### config.mk
export PLATFORM = sky130hd
export DESIGN_NAME = psf_ctrl
export DESIGN_NICKNAME = d
export VERILOG_FILES = /design/src/sv/psf_pkg.sv /design/src/sv/psf_ctrl.sv
export SDC_FILE = /design/constraint.sdc
export NUM_CORES = 1
export LEC_CHECK = 0
export ABC_AREA = 0
export BUFFER_PORTS_ARGS = -buffer_cell sky130_fd_sc_hd__buf_2
export CORE_MARGIN = 2
export CORE_UTILIZATION = 50
export DETAILED_ROUTE_END_ITERATION = 6
export PLACE_DENSITY_LB_ADDON = 0.08
export SYNTH_ARGS = -nofsm -noshare
export SYNTH_HDL_FRONTEND = slang
export SYNTH_SLANG_ARGS = --single-unit
export TNS_END_PERCENT = 1
### constraint.sdc
create_clock -name clk_i -period 5.5 [get_ports clk_i]
set_input_delay 0 -clock clk_i [delete_from_list [all_inputs] [get_ports clk_i]]
set_output_delay 0 -clock clk_i [all_outputs]
set_load 0.05 [all_outputs]
### src/sv/psf_pkg.sv
package psf_pkg;

  // Default edge length of the cubic lattice.
  localparam int SIDE_DEF = 16;

  // Fixed field widths.
  localparam int SITE_W  = 12;
  localparam int E_W     = 18;
  localparam int DE_W    = 6;
  localparam int CNT_W   = 32;
  localparam int CMD_W   = 2;
  localparam int CFG_IDX_W = 1;

  // Rows fetched around a site: the center row and eight neighbors in y and z.
  localparam int NUM_SLOTS = 9;
  localparam int SLOT_W    = 4;

  localparam logic signed [E_W-1:0] E_MIN = -18'sd131072;
  localparam logic signed [E_W-1:0] E_MAX = 18'sd131071;

  typedef enum logic [CMD_W-1:0] {
    CMD_PROBE   = 2'd0,
    CMD_RESOLVE = 2'd1,
    CMD_LOAD    = 2'd2,
    CMD_RSVD    = 2'd3
  } cmd_e;

  typedef enum logic [CFG_IDX_W-1:0] {
    CFG_MIN_E = 1'b0,
    CFG_MAX_E = 1'b1
  } cfg_idx_e;

  // Commands from the controller to the datapath.
  typedef struct packed {
    logic              init_wr;
    logic              dec1;
    logic              dec2;
    logic              dec3;
    logic              fetch_issue;
    logic              fetch_capture;
    logic [SLOT_W-1:0] fetch_k;
    logic              sum;
    logic              add;
    logic              decide;
  } psf_cmd_t;

  // Status from the datapath to the controller.
  typedef struct packed {
    logic init_last;
    logic is_load;
    logic site_ok;
    logic out_free;
  } psf_stat_t;

  // Row offset in y for each fetch slot.
  function automatic int slot_dy(logic [SLOT_W-1:0] k);
    int r;
    case (k)
      4'd1, 4'd5, 4'd8: r = 1;
      4'd2, 4'd6, 4'd7: r = -1;
      default:          r = 0;
    endcase
    return r;
  endfunction

  // Row offset in z for each fetch slot.
  function automatic int slot_dz(logic [SLOT_W-1:0] k);
    int r;
    case (k)
      4'd3, 4'd5, 4'd7: r = 1;
      4'd4, 4'd6, 4'd8: r = -1;
      default:          r = 0;
    endcase
    return r;
  endfunction

endpackage

### src/sv/psf_ctrl.sv
module psf_ctrl
  import psf_pkg::*;
(
  input  logic      clk_i,
  input  logic      rst_ni,
  input  logic      in_accept_i,
  input  psf_stat_t stat_i,
  output logic      in_ready_o,
  output psf_cmd_t  cmd_o
);

  typedef enum logic [8:0] {
    ST_INIT   = 9'b000000001,
    ST_IDLE   = 9'b000000010,
    ST_DEC1   = 9'b000000100,
    ST_DEC2   = 9'b000001000,
    ST_DEC3   = 9'b000010000,
    ST_FETCH  = 9'b000100000,
    ST_SUM    = 9'b001000000,
    ST_ADD    = 9'b010000000,
    ST_DECIDE = 9'b100000000
  } state_e;

  localparam logic [SLOT_W-1:0] LAST_K = SLOT_W'(NUM_SLOTS);

  state_e            state_q, state_d;
  logic [SLOT_W-1:0] fetch_cnt_q, fetch_cnt_d;

  // Next state and command decode.
  always_comb begin
    state_d     = state_q;
    fetch_cnt_d = fetch_cnt_q;
    cmd_o       = '0;
    in_ready_o  = 1'b0;
    case (state_q)
      ST_INIT: begin
        cmd_o.init_wr = 1'b1;
        if (stat_i.init_last) begin
          state_d = ST_IDLE;
        end
      end
      ST_IDLE: begin
        in_ready_o = 1'b1;
        if (in_accept_i) begin
          state_d = ST_DEC1;
        end
      end
      ST_DEC1: begin
        cmd_o.dec1 = 1'b1;
        // Loads and sites outside the box need no neighborhood.
        if (stat_i.is_load || !stat_i.site_ok) begin
          state_d = ST_ADD;
        end else begin
          state_d = ST_DEC2;
        end
      end
      ST_DEC2: begin
        cmd_o.dec2 = 1'b1;
        state_d    = ST_DEC3;
      end
      ST_DEC3: begin
        cmd_o.dec3  = 1'b1;
        fetch_cnt_d = '0;
        state_d     = ST_FETCH;
      end
      ST_FETCH: begin
        // One row read issued per cycle; its data is captured in the next cycle.
        cmd_o.fetch_k       = fetch_cnt_q;
        cmd_o.fetch_issue   = (fetch_cnt_q != LAST_K);
        cmd_o.fetch_capture = (fetch_cnt_q != '0);
        fetch_cnt_d         = fetch_cnt_q + SLOT_W'(1);
        if (fetch_cnt_q == LAST_K) begin
          state_d = ST_SUM;
        end
      end
      ST_SUM: begin
        cmd_o.sum = 1'b1;
        state_d   = ST_ADD;
      end
      ST_ADD: begin
        cmd_o.add = 1'b1;
        state_d   = ST_DECIDE;
      end
      ST_DECIDE: begin
        if (stat_i.out_free) begin
          cmd_o.decide = 1'b1;
          state_d      = ST_IDLE;
        end
      end
      default: begin
        state_d = ST_INIT;
      end
    endcase
  end

  always_ff @(posedge clk_i or negedge rst_ni) begin
    if (!rst_ni) begin
      state_q     <= ST_INIT;
      fetch_cnt_q <= '0;
    end else begin
      state_q     <= state_d;
      fetch_cnt_q <= fetch_cnt_d;
    end
  end

endmodule

==> out/qor.yml <==
placement:
  place_hpwl_um: 1399
  placedCellCount: 149
  portBuffers: 20
  place_ws_ns: 3.566
  place_congestion: 0.8194
setup_path:
  cp-end-kind: "output pin"
  path_max_fanout: 9
  arrival_ns: 2.24
  crit_family: "simple AND/OR/NAND/NOR gates"
  crit_type: "register to output pin"
  r2r_cells: 4
  cp_cell_sequence: "or4_4 -> nor4_4 -> nand2_1 -> a21oi_1 -> buf_2"
  slowest_stage: "or4_4"
  critical-path-max-stage-delay_ns: 0.58
  critPathRequiredTime_ns: 5.50
  worstSetupStartpointType: "register"
  cp.depth: 5
  critPathBufInv: 1
run_status:
  status: "completed"
power:
  power_density_nw_per_um2: 320.5
  peakVddDrop_mv: 0.2041
  p_leak_uw: 0.0005630
sta:
  worst_pin_slew_ns: 0.4643
  worst_slack_ns: 3.260
  hold_viol: 0
  period_minus_slack_ns: 2.240
  relSlewSlack: 0.6881
  timing.final.crit_share: 0.4073
  max_clock_freq_ghz: 0.4465
  final_max_slew_viol_count: 0
  setup_viol: 0
  skew_ns: 0.005511
  tns_ns: 0
  rsz0062_at_grt: "no"
logic_synthesis:
  ys_types: 36
  yosysSeqAreaShare: 0.3635
  syn-cell-area_um2: 898.4
  synthFlopType: "dfrtp_1"
  synthArstFlopShare: 1.000
  synth_largest_area_cell: "dfrtp_1"
  yosysWarningCount: 0
  synth_cells: 108
  synth_edf_count: 0
  synth.ff_latch_count: 13
  syn_nets: 118
  synth_top_area_share: 0.3343
  avgSynthCellArea_um2: 8.318
  netlist_top_cells_area: "dfrtp_1 33%, nor2_1 6.3%, nor2b_1 4.9%, ha_1 4.2%, and3_1 3.5%"
route:
  via_per_inst: 5.468
  wl_met1_um: 998
  routed.top_layer: "met4"
  routed-wl-met3_um: 81
  wl_met2_um: 850
  route.detailed.drc: 0
  dr.pass1.iters: 4
  first_iter_violations: 30
  wl_per_cell_um: 12.29
  routed_wl_um: 1942
  ant_nets: 0
  vias: 864
floorplan:
  dieWidth_um: 46.39
  die-height_um: 46.39
  core_area_um2: 1708
  row_count: 15
  start_util: 0.5260
  die_area_um2: 2152
  io-pin-count: 21
finish:
  antenna_cells: 0
  nets: 144
  regArea_um2: 326.6
  finalNonFillerCells: 158
  area_delta_synth_final_pct: 21.31
  multi_input_area_um2: 525.5
  nFillCells: 143
  drive_gt1_frac: 0.1955
  layout_common_cells: "20 x buf_2, 15 x nor2_1, 12 x dfrtp_1"
  mostFrequentLayoutCell: "buf_2"
global_routing:
  first_global_vias: 749
  grt-ovfl-total: 0
  track_usage: 0.2126
  grt_start_max_net_pins: 16
  antenna_found_initial: 0
  grt_pass1_wl_um: 3318
cts:
  cts_root_buf: "clkbuf_4"
  numCtsBuffers: 3
  clock_sinks: 13
  clk_pin_slew_ns: 0.09
  cts.path.max_buffers: 2
  cts_tree: "done"
  cts.repair.resized: 0
  cts_max_level: 1
  insertion_delay_ns: 0.27
job:
  maxCapViolCount: 0
hold_path:
  hp-class: "input pin to register"
  min_path_cells: 3
[power by group]
part	leakage, uW	internal, uW	switching (uW)
Combinational	0.000382	59.5	98.7
Clock	0.0000150	28.1	32.5
Sequential	0.000166	109	21.9
[cell families (layout without fill, tap and decap cells)]
group,count (synthesis),in the layout,synth area share
AOI/OAI and AO/OA,24,24,0.1741
buffers and inverters,12,37,0.05153
DFF,13,13,0.3635
xor gates and xnor gates,1,1,0.009751
and+or+nand+nor,55,55,0.3593
adders and majority gates,3,3,0.04179
[metrics by stage]
step	hold slack [ns]	power [uW]	instance area, um2	utilization
global placement	-0.09172	286.0	1013	0.5934
CTS	0.07620	349.1	1090	0.6381
floorplan	-0.2956	257.0	898.4	-
finish	0.06841	349.2	1090	0.6381
global route	0.09924	377.8	1090	0.6381
detailed placement	-0.09264	287.1	1013	0.5934
[timing repair]
action / 4_1_cts / 5_1_grt
setup buffers: 0 / 0
hold endpoints to repair: 17 / 0
hold buffers: 5 / 0
[state kept, by name, summed over array words and instances, names as in the netlist]
name / cells
state_q: 9
fetch_cnt_q: 4
[routing by layer]
layer  vias up  global-route usage
li1        439                   -
met1       401              0.3131
met5         -                   0
met4         0             0.05714
met3         2             0.04314
met2        22              0.3139
[area by class of cell]
cell class,count,area share
Multi-Input combinational cell,83,0.4822
Clock buffer,4,0.02411
Tap cell,25,0.02870
Timing Repair Buffer,25,0.1378
Sequential cell,13,0.2997
Inverter,8,0.02755
[Yosys cell counts (2+ instances only)]
| cell type | count |
|---|---|
| nor2_1 | 15 |
| dfrtp_1 | 12 |
| inv_1 | 8 |
| nor2b_1 | 7 |
| o21ai_0 | 6 |
| a21oi_1 | 5 |
| and3_1 | 5 |
| nand2_1 | 5 |
| nand2b_1 | 4 |
| and2_1 | 3 |
| clkbuf_1 | 3 |
| ha_1 | 3 |
| o211ai_1 | 3 |
| a22oi_1 | 2 |
| nand3_1 | 2 |
| nor3_1 | 2 |
| o22ai_1 | 2 |
| o2bb2ai_1 | 2 |
| or4_1 | 2 |
[path summary, 6_finish.rpt]
kind / startpoint / endpoint / slack [ns]
setup / recovery: state_q[8]$_DFFE_PN0P_ / cmd_o[7] / 3.26
hold / removal: stat_i[1] / state_q[7]$_DFFE_PN0P_ / 0.07
setup reg to reg: state_q[8]$_DFFE_PN0P_ / state_q[0]$_DFFE_PN1P_ / 3.55
hold reg to reg: fetch_cnt_q[1]$_DFFE_PN0P_ / fetch_cnt_q[1]$_DFFE_PN0P_ / 0.62
max in group asynchronous: rst_ni / state_q[0]$_DFFE_PN1P_ / 5.09
min in group asynchronous: rst_ni / state_q[2]$_DFFE_PN0P_ / 0.13
[worst min-delay path: cells and delay by family]
family / cells / cell delay, ns
compound gates: 1 / 0.08
buf+inv: 1 / 0.07
simple gates: 1 / 0.14
Power figures use the tool's default switching activity.
